===== config.mk =====
export PLATFORM = sky130hd
export DESIGN_NAME = genotype_allele_frequency_core
export DESIGN_NICKNAME = d
export VERILOG_FILES = /design/src/hw/rtl/gaf_pkg.sv /design/src/hw/rtl/gaf_front.sv /design/src/hw/rtl/gaf_queue.sv /design/src/hw/rtl/gaf_divider.sv /design/src/hw/rtl/gaf_back.sv /design/src/hw/rtl/genotype_allele_frequency_core.sv
export SDC_FILE = /design/constraint.sdc
export NUM_CORES = 1
export LEC_CHECK = 0
export BUFFER_PORTS_ARGS = -buffer_cell sky130_fd_sc_hd__buf_2
export CAP_MARGIN = 20
export CORE_UTILIZATION = 43
export CTS_CLUSTER_DIAMETER = 30
export CTS_CLUSTER_SIZE = 20
export DETAILED_ROUTE_END_ITERATION = 12
export GPL_TIMING_DRIVEN = 1
export PLACE_DENSITY_LB_ADDON = 0.1
export SLEW_MARGIN = 40
export SYNTH_ARGS = -nofsm -noshare
export SYNTH_HDL_FRONTEND = slang
export SYNTH_SLANG_ARGS = --single-unit

===== constraint.sdc =====
create_clock -name clk_i -period 7.45 [get_ports clk_i]
set_input_delay 0.3725 -clock clk_i [delete_from_list [all_inputs] [get_ports clk_i]]
set_output_delay 0.3725 -clock clk_i [all_outputs]
set_load 0.05 [all_outputs]

===== src/hw/rtl/gaf_pkg.sv =====
// types, widths and constants of the genotype allele frequency core
// no dependencies
package gaf_pkg;

  localparam int WORD_W      = 64;
  localparam int SAMPLE_W    = 17;
  localparam int SUM_W       = 18;
  localparam int FRAC_BITS   = 16;
  localparam int Q_W         = 17;
  localparam int MAX_SAMPLES = 65536;
  localparam int DIV_W       = 19;
  localparam int POP_W       = 7;
  localparam int STEP_W      = $clog2(FRAC_BITS + 1);
  localparam int QUEUE_DEPTH = 2;

  localparam logic [SUM_W-1:0] SUM_MAX = {SUM_W{1'b1}};
  localparam logic [Q_W-1:0]   Q_ONE   = Q_W'(1 << FRAC_BITS);

  typedef struct packed {
    logic [WORD_W-1:0] geno_word;
    logic              last_word;
  } gaf_in_t;

  typedef struct packed {
    logic [SUM_W-1:0] allele_count;
    logic [SUM_W-1:0] nonmissing_count;
    logic [Q_W-1:0]   allele_freq;
    logic [Q_W-1:0]   call_rate;
    logic             no_calls;
  } gaf_out_t;

  // per-marker sums handed from front to back
  typedef struct packed {
    logic [SUM_W-1:0] allele_sum;
    logic [SUM_W-1:0] called_sum;
  } gaf_tally_t;

  typedef struct packed {
    logic empty;
    logic full;
  } gaf_q_status_t;

  typedef struct packed {
    logic             start;
    logic [DIV_W-1:0] num;
    logic [DIV_W-1:0] den;
  } gaf_div_req_t;

  typedef struct packed {
    logic           done;
    logic [Q_W-1:0] quo;
  } gaf_div_rsp_t;

endpackage


===== src/hw/rtl/gaf_front.sv =====
// front end: decodes genotype words, counts alleles and calls, sums per marker
// depends on gaf_pkg
module gaf_front (
  input  logic                clk_i,
  input  logic                rst_ni,
  input  logic                in_valid_i,
  output logic                in_ready_o,
  input  gaf_pkg::gaf_in_t    in_data_i,
  input  logic                q_full_i,
  output logic                q_push_o,
  output gaf_pkg::gaf_tally_t q_data_o
);
  import gaf_pkg::*;

  // adds 32 two-bit values through a balanced tree
  function automatic logic [POP_W-1:0] tree_sum(input logic [WORD_W-1:0] v);
    logic [2:0] l1 [16];
    logic [3:0] l2 [8];
    logic [4:0] l3 [4];
    logic [5:0] l4 [2];
    for (int i = 0; i < 16; i++) l1[i] = {1'b0, v[4*i +: 2]} + {1'b0, v[4*i+2 +: 2]};
    for (int i = 0; i < 8; i++)  l2[i] = {1'b0, l1[2*i]} + {1'b0, l1[2*i+1]};
    for (int i = 0; i < 4; i++)  l3[i] = {1'b0, l2[2*i]} + {1'b0, l2[2*i+1]};
    for (int i = 0; i < 2; i++)  l4[i] = {1'b0, l3[2*i]} + {1'b0, l3[2*i+1]};
    return {1'b0, l4[0]} + {1'b0, l4[1]};
  endfunction

  logic [SUM_W-1:0]  allele_q, allele_d;
  logic [SUM_W-1:0]  called_q, called_d;
  logic [WORD_W-1:0] called_vec, allele_vec;
  logic [POP_W-1:0]  called_pop, allele_pop;
  logic [SUM_W:0]    allele_ext, called_ext;
  logic              accept;

  // code 01 is missing; called samples weigh two, alleles weigh their set bits
  always_comb begin
    for (int i = 0; i < WORD_W / 2; i++) begin
      logic hi, lo, called;
      hi = in_data_i.geno_word[2*i+1];
      lo = in_data_i.geno_word[2*i];
      called = hi | ~lo;
      called_vec[2*i +: 2] = {called, 1'b0};
      allele_vec[2*i +: 2] = called ? {hi & lo, hi ^ lo} : 2'b00;
    end
  end

  assign called_pop = tree_sum(called_vec);
  assign allele_pop = tree_sum(allele_vec);

  assign allele_ext = {1'b0, allele_q} + (SUM_W+1)'(allele_pop);
  assign called_ext = {1'b0, called_q} + (SUM_W+1)'(called_pop);
  assign allele_d   = allele_ext[SUM_W] ? SUM_MAX : allele_ext[SUM_W-1:0];
  assign called_d   = called_ext[SUM_W] ? SUM_MAX : called_ext[SUM_W-1:0];

  assign in_ready_o = ~q_full_i;
  assign accept     = in_valid_i & in_ready_o;
  assign q_push_o   = accept & in_data_i.last_word;
  assign q_data_o   = '{allele_sum: allele_d, called_sum: called_d};

  always_ff @(posedge clk_i or negedge rst_ni) begin
    if (!rst_ni) begin
      allele_q <= '0;
      called_q <= '0;
    end else if (accept) begin
      if (in_data_i.last_word) begin
        allele_q <= '0;
        called_q <= '0;
      end else begin
        allele_q <= allele_d;
        called_q <= called_d;
      end
    end
  end

endmodule


===== src/hw/rtl/gaf_queue.sv =====
// small queue of finished marker sums between front and back
// depends on gaf_pkg
module gaf_queue #(
  parameter int Depth = gaf_pkg::QUEUE_DEPTH
) (
  input  logic                  clk_i,
  input  logic                  rst_ni,
  input  logic                  push_i,
  input  gaf_pkg::gaf_tally_t   push_data_i,
  input  logic                  pop_i,
  output gaf_pkg::gaf_tally_t   head_o,
  output gaf_pkg::gaf_q_status_t status_o
);
  import gaf_pkg::*;

  localparam int PTR_W = (Depth > 1) ? $clog2(Depth) : 1;
  localparam int CNT_W = $clog2(Depth + 1);

  gaf_tally_t       entry_q [Depth];
  logic [PTR_W-1:0] wr_ptr_q, rd_ptr_q;
  logic [CNT_W-1:0] count_q;
  logic             do_push, do_pop;

  assign status_o.empty = (count_q == '0);
  assign status_o.full  = (count_q == CNT_W'(Depth));
  assign do_push = push_i & ~status_o.full;
  assign do_pop  = pop_i & ~status_o.empty;
  assign head_o  = entry_q[rd_ptr_q];

  always_ff @(posedge clk_i) begin
    if (do_push) begin
      entry_q[wr_ptr_q] <= push_data_i;
    end
  end

  always_ff @(posedge clk_i or negedge rst_ni) begin
    if (!rst_ni) begin
      wr_ptr_q <= '0;
      rd_ptr_q <= '0;
      count_q  <= '0;
    end else begin
      if (do_push) begin
        wr_ptr_q <= (wr_ptr_q == PTR_W'(Depth - 1)) ? '0 : wr_ptr_q + 1'b1;
      end
      if (do_pop) begin
        rd_ptr_q <= (rd_ptr_q == PTR_W'(Depth - 1)) ? '0 : rd_ptr_q + 1'b1;
      end
      if (do_push && !do_pop) begin
        count_q <= count_q + 1'b1;
      end else if (do_pop && !do_push) begin
        count_q <= count_q - 1'b1;
      end
    end
  end

endmodule


===== src/hw/rtl/gaf_divider.sv =====
// shared restoring divider, one quotient bit a cycle, saturates at one
// depends on gaf_pkg
module gaf_divider (
  input  logic                  clk_i,
  input  logic                  rst_ni,
  input  gaf_pkg::gaf_div_req_t req_i,
  output gaf_pkg::gaf_div_rsp_t rsp_o
);
  import gaf_pkg::*;

  typedef enum logic [0:0] {DV_IDLE, DV_RUN} state_e;

  state_e            state_q;
  logic [DIV_W-1:0]  rem_q, den_q, rem_nx;
  logic [DIV_W:0]    rem_sh;
  logic [Q_W-1:0]    quo_q;
  logic [STEP_W-1:0] cnt_q;
  logic              done_q, ge;

  assign rem_sh = {rem_q, 1'b0};
  assign ge     = rem_sh >= {1'b0, den_q};
  assign rem_nx = ge ? DIV_W'(rem_sh - {1'b0, den_q}) : rem_sh[DIV_W-1:0];

  assign rsp_o.done = done_q;
  assign rsp_o.quo  = quo_q;

  always_ff @(posedge clk_i or negedge rst_ni) begin
    if (!rst_ni) begin
      state_q <= DV_IDLE;
      done_q  <= 1'b0;
      cnt_q   <= '0;
      rem_q   <= '0;
      den_q   <= '0;
      quo_q   <= '0;
    end else begin
      done_q <= 1'b0;
      case (state_q)
        DV_IDLE: begin
          if (req_i.start) begin
            if (req_i.den == '0) begin
              quo_q  <= '0;
              done_q <= 1'b1;
            end else if (req_i.num >= req_i.den) begin
              // ratio of one or more clips to one
              quo_q  <= Q_ONE;
              done_q <= 1'b1;
            end else begin
              rem_q   <= req_i.num;
              den_q   <= req_i.den;
              quo_q   <= '0;
              cnt_q   <= STEP_W'(FRAC_BITS);
              state_q <= DV_RUN;
            end
          end
        end
        DV_RUN: begin
          rem_q <= rem_nx;
          quo_q <= {quo_q[Q_W-2:0], ge};
          cnt_q <= cnt_q - 1'b1;
          if (cnt_q == STEP_W'(1)) begin
            done_q  <= 1'b1;
            state_q <= DV_IDLE;
          end
        end
        default: state_q <= DV_IDLE;
      endcase
    end
  end

endmodule


===== src/hw/rtl/gaf_back.sv =====
// back end: padding correction, frequency and call rate, result register
// depends on gaf_pkg, gaf_divider
module gaf_back (
  input  logic                          clk_i,
  input  logic                          rst_ni,
  input  logic [gaf_pkg::SAMPLE_W-1:0]  sample_count_i,
  input  gaf_pkg::gaf_q_status_t        q_status_i,
  input  gaf_pkg::gaf_tally_t           q_head_i,
  output logic                          q_pop_o,
  output logic                          out_valid_o,
  input  logic                          out_ready_i,
  output gaf_pkg::gaf_out_t             out_data_o
);
  import gaf_pkg::*;

  typedef enum logic [2:0] {
    BK_IDLE, BK_FREQ_GO, BK_FREQ_WAIT, BK_RATE_GO, BK_RATE_WAIT
  } state_e;

  state_e              state_q;
  logic [SUM_W-1:0]    allele_q, nm_q, nm_c;
  logic [DIV_W-1:0]    den2_q;
  logic [Q_W-1:0]      freq_q;
  logic [SAMPLE_W-1:0] n_clamp;
  logic [SUM_W-1:0]    corr;
  logic                out_valid_q;
  gaf_out_t            out_q;
  gaf_div_req_t        div_req;
  gaf_div_rsp_t        div_rsp;

  assign n_clamp = (sample_count_i > SAMPLE_W'(MAX_SAMPLES)) ?
                   SAMPLE_W'(MAX_SAMPLES) : sample_count_i;
  // twice the unused slots in the last byte
  assign corr = SUM_W'({2'(2'd0 - n_clamp[1:0]), 1'b0});
  assign nm_c = (q_head_i.called_sum > corr) ? q_head_i.called_sum - corr : '0;

  assign q_pop_o = (state_q == BK_IDLE) && !q_status_i.empty;

  always_comb begin
    div_req.start = (state_q == BK_FREQ_GO) || ((state_q == BK_RATE_GO) && !out_valid_q);
    if (state_q == BK_FREQ_GO) begin
      div_req.num = DIV_W'(allele_q);
      div_req.den = DIV_W'(nm_q);
    end else begin
      div_req.num = DIV_W'(nm_q);
      div_req.den = den2_q;
    end
  end

  gaf_divider u_divider (
    .clk_i  (clk_i),
    .rst_ni (rst_ni),
    .req_i  (div_req),
    .rsp_o  (div_rsp)
  );

  assign out_valid_o = out_valid_q;
  assign out_data_o  = out_q;

  always_ff @(posedge clk_i or negedge rst_ni) begin
    if (!rst_ni) begin
      state_q     <= BK_IDLE;
      out_valid_q <= 1'b0;
      allele_q    <= '0;
      nm_q        <= '0;
      den2_q      <= '0;
      freq_q      <= '0;
      out_q       <= '0;
    end else begin
      if (out_valid_q && out_ready_i) begin
        out_valid_q <= 1'b0;
      end
      case (state_q)
        BK_IDLE: begin
          if (!q_status_i.empty) begin
            allele_q <= q_head_i.allele_sum;
            nm_q     <= nm_c;
            den2_q   <= DIV_W'({n_clamp, 1'b0});
            state_q  <= BK_FREQ_GO;
          end
        end
        BK_FREQ_GO: state_q <= BK_FREQ_WAIT;
        BK_FREQ_WAIT: begin
          if (div_rsp.done) begin
            freq_q  <= div_rsp.quo;
            state_q <= BK_RATE_GO;
          end
        end
        BK_RATE_GO: begin
          // result slot must be free before the last division finishes
          if (!out_valid_q) begin
            state_q <= BK_RATE_WAIT;
          end
        end
        BK_RATE_WAIT: begin
          if (div_rsp.done) begin
            out_q.allele_count     <= allele_q;
            out_q.nonmissing_count <= nm_q;
            out_q.allele_freq      <= freq_q;
            out_q.call_rate        <= div_rsp.quo;
            out_q.no_calls         <= (nm_q == '0);
            out_valid_q            <= 1'b1;
            state_q                <= BK_IDLE;
          end
        end
        default: state_q <= BK_IDLE;
      endcase
    end
  end

endmodule


===== src/hw/rtl/genotype_allele_frequency_core.sv =====
// top level of the genotype allele frequency core: config register, front, queue, back
// depends on gaf_pkg, gaf_front, gaf_queue, gaf_back
//
//   channel   signals                        direction   moves
//   in        in_valid_i/in_ready_o/in_data  sink        one 64-bit genotype word
//   out       out_valid_o/out_ready_i/out_*  source      one marker result
//   apb       psel/penable/pwrite/paddr      slave       sample_count at offset 0
//
// the front takes one word per cycle and stalls only when the queue is full
// the back runs both divisions of a marker one after the other in the shared divider,
// skipping the bit-serial steps when a ratio clips to one or has a zero divisor
// up to QueueDepth finished markers wait between the two halves
// reset clears sums, queue, divider and output valid; sample_count resets to 1
// a waiting result does not stop the next marker's frequency division
module genotype_allele_frequency_core #(
  parameter int QueueDepth = gaf_pkg::QUEUE_DEPTH
) (
  input  logic              clk_i,
  input  logic              rst_ni,
  input  logic              in_valid_i,
  output logic              in_ready_o,
  input  gaf_pkg::gaf_in_t  in_data_i,
  output logic              out_valid_o,
  input  logic              out_ready_i,
  output gaf_pkg::gaf_out_t out_data_o,
  input  logic              psel,
  input  logic              penable,
  input  logic              pwrite,
  input  logic [2:0]        paddr,
  input  logic [31:0]       pwdata,
  output logic [31:0]       prdata,
  output logic              pready
);
  import gaf_pkg::*;

  logic [SAMPLE_W-1:0] sample_count_q;
  logic                q_push, q_pop;
  gaf_tally_t          q_push_data, q_head;
  gaf_q_status_t       q_status;

  assign pready = 1'b1;
  assign prdata = (paddr[2] == 1'b0) ? 32'(sample_count_q) : '0;

  always_ff @(posedge clk_i or negedge rst_ni) begin
    if (!rst_ni) begin
      sample_count_q <= SAMPLE_W'(1);
    end else if (psel && penable && pwrite && pready && (paddr[2] == 1'b0)) begin
      sample_count_q <= pwdata[SAMPLE_W-1:0];
    end
  end

  gaf_front u_front (
    .clk_i      (clk_i),
    .rst_ni     (rst_ni),
    .in_valid_i (in_valid_i),
    .in_ready_o (in_ready_o),
    .in_data_i  (in_data_i),
    .q_full_i   (q_status.full),
    .q_push_o   (q_push),
    .q_data_o   (q_push_data)
  );

  gaf_queue #(
    .Depth (QueueDepth)
  ) u_queue (
    .clk_i       (clk_i),
    .rst_ni      (rst_ni),
    .push_i      (q_push),
    .push_data_i (q_push_data),
    .pop_i       (q_pop),
    .head_o      (q_head),
    .status_o    (q_status)
  );

  gaf_back u_back (
    .clk_i          (clk_i),
    .rst_ni         (rst_ni),
    .sample_count_i (sample_count_q),
    .q_status_i     (q_status),
    .q_head_i       (q_head),
    .q_pop_o        (q_pop),
    .out_valid_o    (out_valid_o),
    .out_ready_i    (out_ready_i),
    .out_data_o     (out_data_o)
  );

endmodule


==> flow_summary.toml <==
[floorplanning]
rows = 78
die-area_mm2 = 0.0477
die-width_um = 218
die_height_um = 218
io_pins = 213
coreArea_mm2 = 0.0458
start_util = 0.440

[sta]
fin_crit_ps = 6280
setup_viol = 0
finClkSkew_ps = 23.3
slew_headroom = 0.486
hold_violations = 0
worstMarginPinSlew_ps = 768
timing.fmax_mhz = 159
tns_ps = 0
fin_crit_sh = 0.843
rsz0062_at_grt = "no"
drv_slew = 0

[global_route]
antenna_found_initial = 2
grt_use_total = 0.211
grt_pass1_vias = 14600
grt_max_degree = 145
gr-total-overflow = 0
grt_pass1_wl_um = 78600

[worst_setup_path]
r2r-start = "u_front.allele_q[1]"
worstSetupPathType = "in -> reg"
reg2reg_depth = 17
critPathArrivalTime_ps = 6770
startpoint = "in_data_i[15]"
critPathRequiredTime_ps = 7940
startpoint_type = "primary input"
r2r_slack_ps = 1300
r2r-end = "u_front.allele_q[10]"
crit_end = "u_front.allele_q[10]"
path_max_fanout = 13
crit_path_end_kind = "register"

[detailed_routing]
viasPerCell = 5.26
wl_per_cell_um = 18.0
firstDrtPassIters = 4
first_iter_violations = 650
routed_wl_um = 48600
drc = 0
route.vias.total = 14200
ant_nets = 0

[synthesis]
yosysSeqAreaShare = 0.435
synth_seq_cells = 335
avgSynthCellArea_um2 = 11.2
synth_area_mm2 = 0.0201
yosys.area_share.xor_xnor = 0.0226
synthAdderAreaFrac = 0.155
yosys-mux-area-fraction = 0.114
synth_area_leaders = "dfrtp_1 (33%), edfxtp_1 (11%), fa_1 (9.5%)"
synthCells = 1802
synth_top_flop_cell = "dfrtp_1"
async_reset_ff_frac = 0.785
synth_top_area_frac = 0.326
synth-compound-area-share = 0.101
synth_warnings = 0
yosysUniqueCellTypes = 84
synth_top_family_by_area = "adder cells"
yosysTopAreaCell = "dfrtp_1"
synth_edf_count = 72
yosys.area_share.simple = 0.124

[clocking]
root_buffer = "clkbuf_16"
cts-resized-gates = 0
cts_tree = "done"
h-tree-depth = 3
clkTransAtPathRegs_ps = 40
cts_setup_buffers = 0
insertion_delay_ps = 600
cts_sinks = 335
clockBufferDepth = 3
cts_buffers = 82

[placement]
gp_congestion = 0.859
place_area_mm2 = 0.0217
post-dp-hpwl_um = 36500
dpl.cell_count = 2532
port-buffer-count = 179

[cells_and_area]
design_area_mm2 = 0.0249
drive_gt1_frac = 0.240
fin_nets = 2330
synthToLayoutAreaGrowth_pct = 23.6
stdcell_count = 2696
n_fill_cell = 3995
n_antenna_cell = 0

[hold_path]
hold_class = "in -> reg"

[run_status]
status = "complete, no violations"

[job]
drv_cap = 0
## cell families after synthesis
family	count (synthesis)
xor gates and xnor gates	52
AOI/OAI and AO/OA	298
and+or+nand+nor	486
buffers and inverters	225
other	2
muxes	212
DFF	335
adders and majority gates	192
## through the flow
stage | setup slack, ps | hold WS, ps | utilization
after floorplan | 1120 | 76.9 | -
after global placement | 559 | 482 | 0.470
after detailed placement | 537 | 190 | 0.474
after CTS | 1150 | 0.680 | 0.542
after global routing | 803 | 19.7 | 0.543
final | 1170 | 31.7 | 0.543
## routing by layer
metal / vias up / routed length [µm] / track usage
li1: 6789 / - / -
met1: 7023 / 21200 / 0.269
met2: 282 / 24100 / 0.352
met3: 92 / 1980 / 0.0405
met4: 2 / 1360 / 0.0848
met5: - / 8 / 0
## cell usage after synthesis, types with 33 or more instances
cell type  count
clkbuf_1      41
a21oi_1       61
edfxtp_1      72
inv_1        139
ha_1          97
dfrtp_1      262
fa_1          95
nand2b_1      52
nor2_1        61
a22o_1        33
nand2_1      167
o21ai_0       70
mux2i_1       85
nor2b_1       50
mux2_2       126
## timing repair
action / 4_1_cts / 5_1_grt
endpoints found under the hold margin: 93 / 0
endpoints found under the setup margin: 0 / 0
hold buffers: 14 / 0
## layout by cell type, fill, tap and decap left out, types with 14 or more instances in the layout
| cell type | n |
|---|---|
| nor2_1 | 58 |
| and2_1 | 18 |
| edfxtp_1 | 72 |
| dlygate4sd3_1 | 14 |
| inv_1 | 139 |
| a21o_1 | 16 |
| buf_2 | 178 |
| a22o_1 | 33 |
| clkbuf_16 | 82 |
| nand3_1 | 32 |
| fa_1 | 95 |
| conb_1 | 16 |
| clkbuf_1 | 14 |
| nor4_1 | 19 |
| xnor2_1 | 31 |
| dfrtp_1 | 261 |
| nor2b_1 | 50 |
| a21oi_1 | 61 |
| ha_1 | 97 |
| nand2b_1 | 52 |
| clkinv_2 | 15 |
| xor2_1 | 21 |
| o21ai_0 | 70 |
| nand2_1 | 167 |
| bufinv_16 | 16 |
| nor3_1 | 26 |
| mux2i_1 | 85 |
| mux2_2 | 126 |
## critical path, cell delays in order
cell and delay (ps):
buf_2 110, nand2b_1 160, fa_1 550, inv_1 60
fa_1 480, inv_1 50, fa_1 460, fa_1 520
fa_1 520, fa_1 520, fa_1 510, fa_1 450
fa_1 390, nor2b_1 150, o21a_1 180, o21a_1 140
o311a_1 190, o211ai_2 310, buf_4 280, and4_1 190
nor3_1 170
## final cells by class
| type | count | area (µm²) | area share |
|---|---|---|---|
| Multi-Input combinational cell | 1256 | 10500 | 0.423 |
| Sequential cell | 335 | 8750 | 0.352 |
| Clock buffer | 108 | 2270 | 0.0913 |
| Timing Repair Buffer | 215 | 1350 | 0.0542 |
| Tap cell | 600 | 751 | 0.0302 |
| Clock inverter | 41 | 701 | 0.0282 |
| Inverter | 141 | 529 | 0.0213 |
## registers in the layout, indices dropped and copies added, names as in the netlist, 18 cells and up
name                    flops
u_back.u_divider.den_q     18
u_back.u_divider.rem_q     19
u_back.nm_q                18
u_back.allele_q            18
u_queue.entry_q            72
u_back.out_data_o          71
u_front.called_q           18
u_front.allele_q           18
## worst min-delay path by stage
stage | start | endpoint | slack (ps) | cells past startpoint
global route | pwdata[2] | sample_count_q[2] | 20 | 2
detailed placement | rst_ni | u_back.u_divider.rem_q[4] | 190 | 1
floorplan | rst_ni | sample_count_q[10] | 80 | 0
CTS | pwdata[1] | sample_count_q[1] | 0.7 | 2
finish | pwdata[1] | sample_count_q[1] | 30 | 2
global placement | u_queue.count_q[1] | u_queue.count_q[1] | 480 | 1
Power is not shown: default switching activity piles up to over one toggle a cycle in this logic, so the estimate is an artifact.
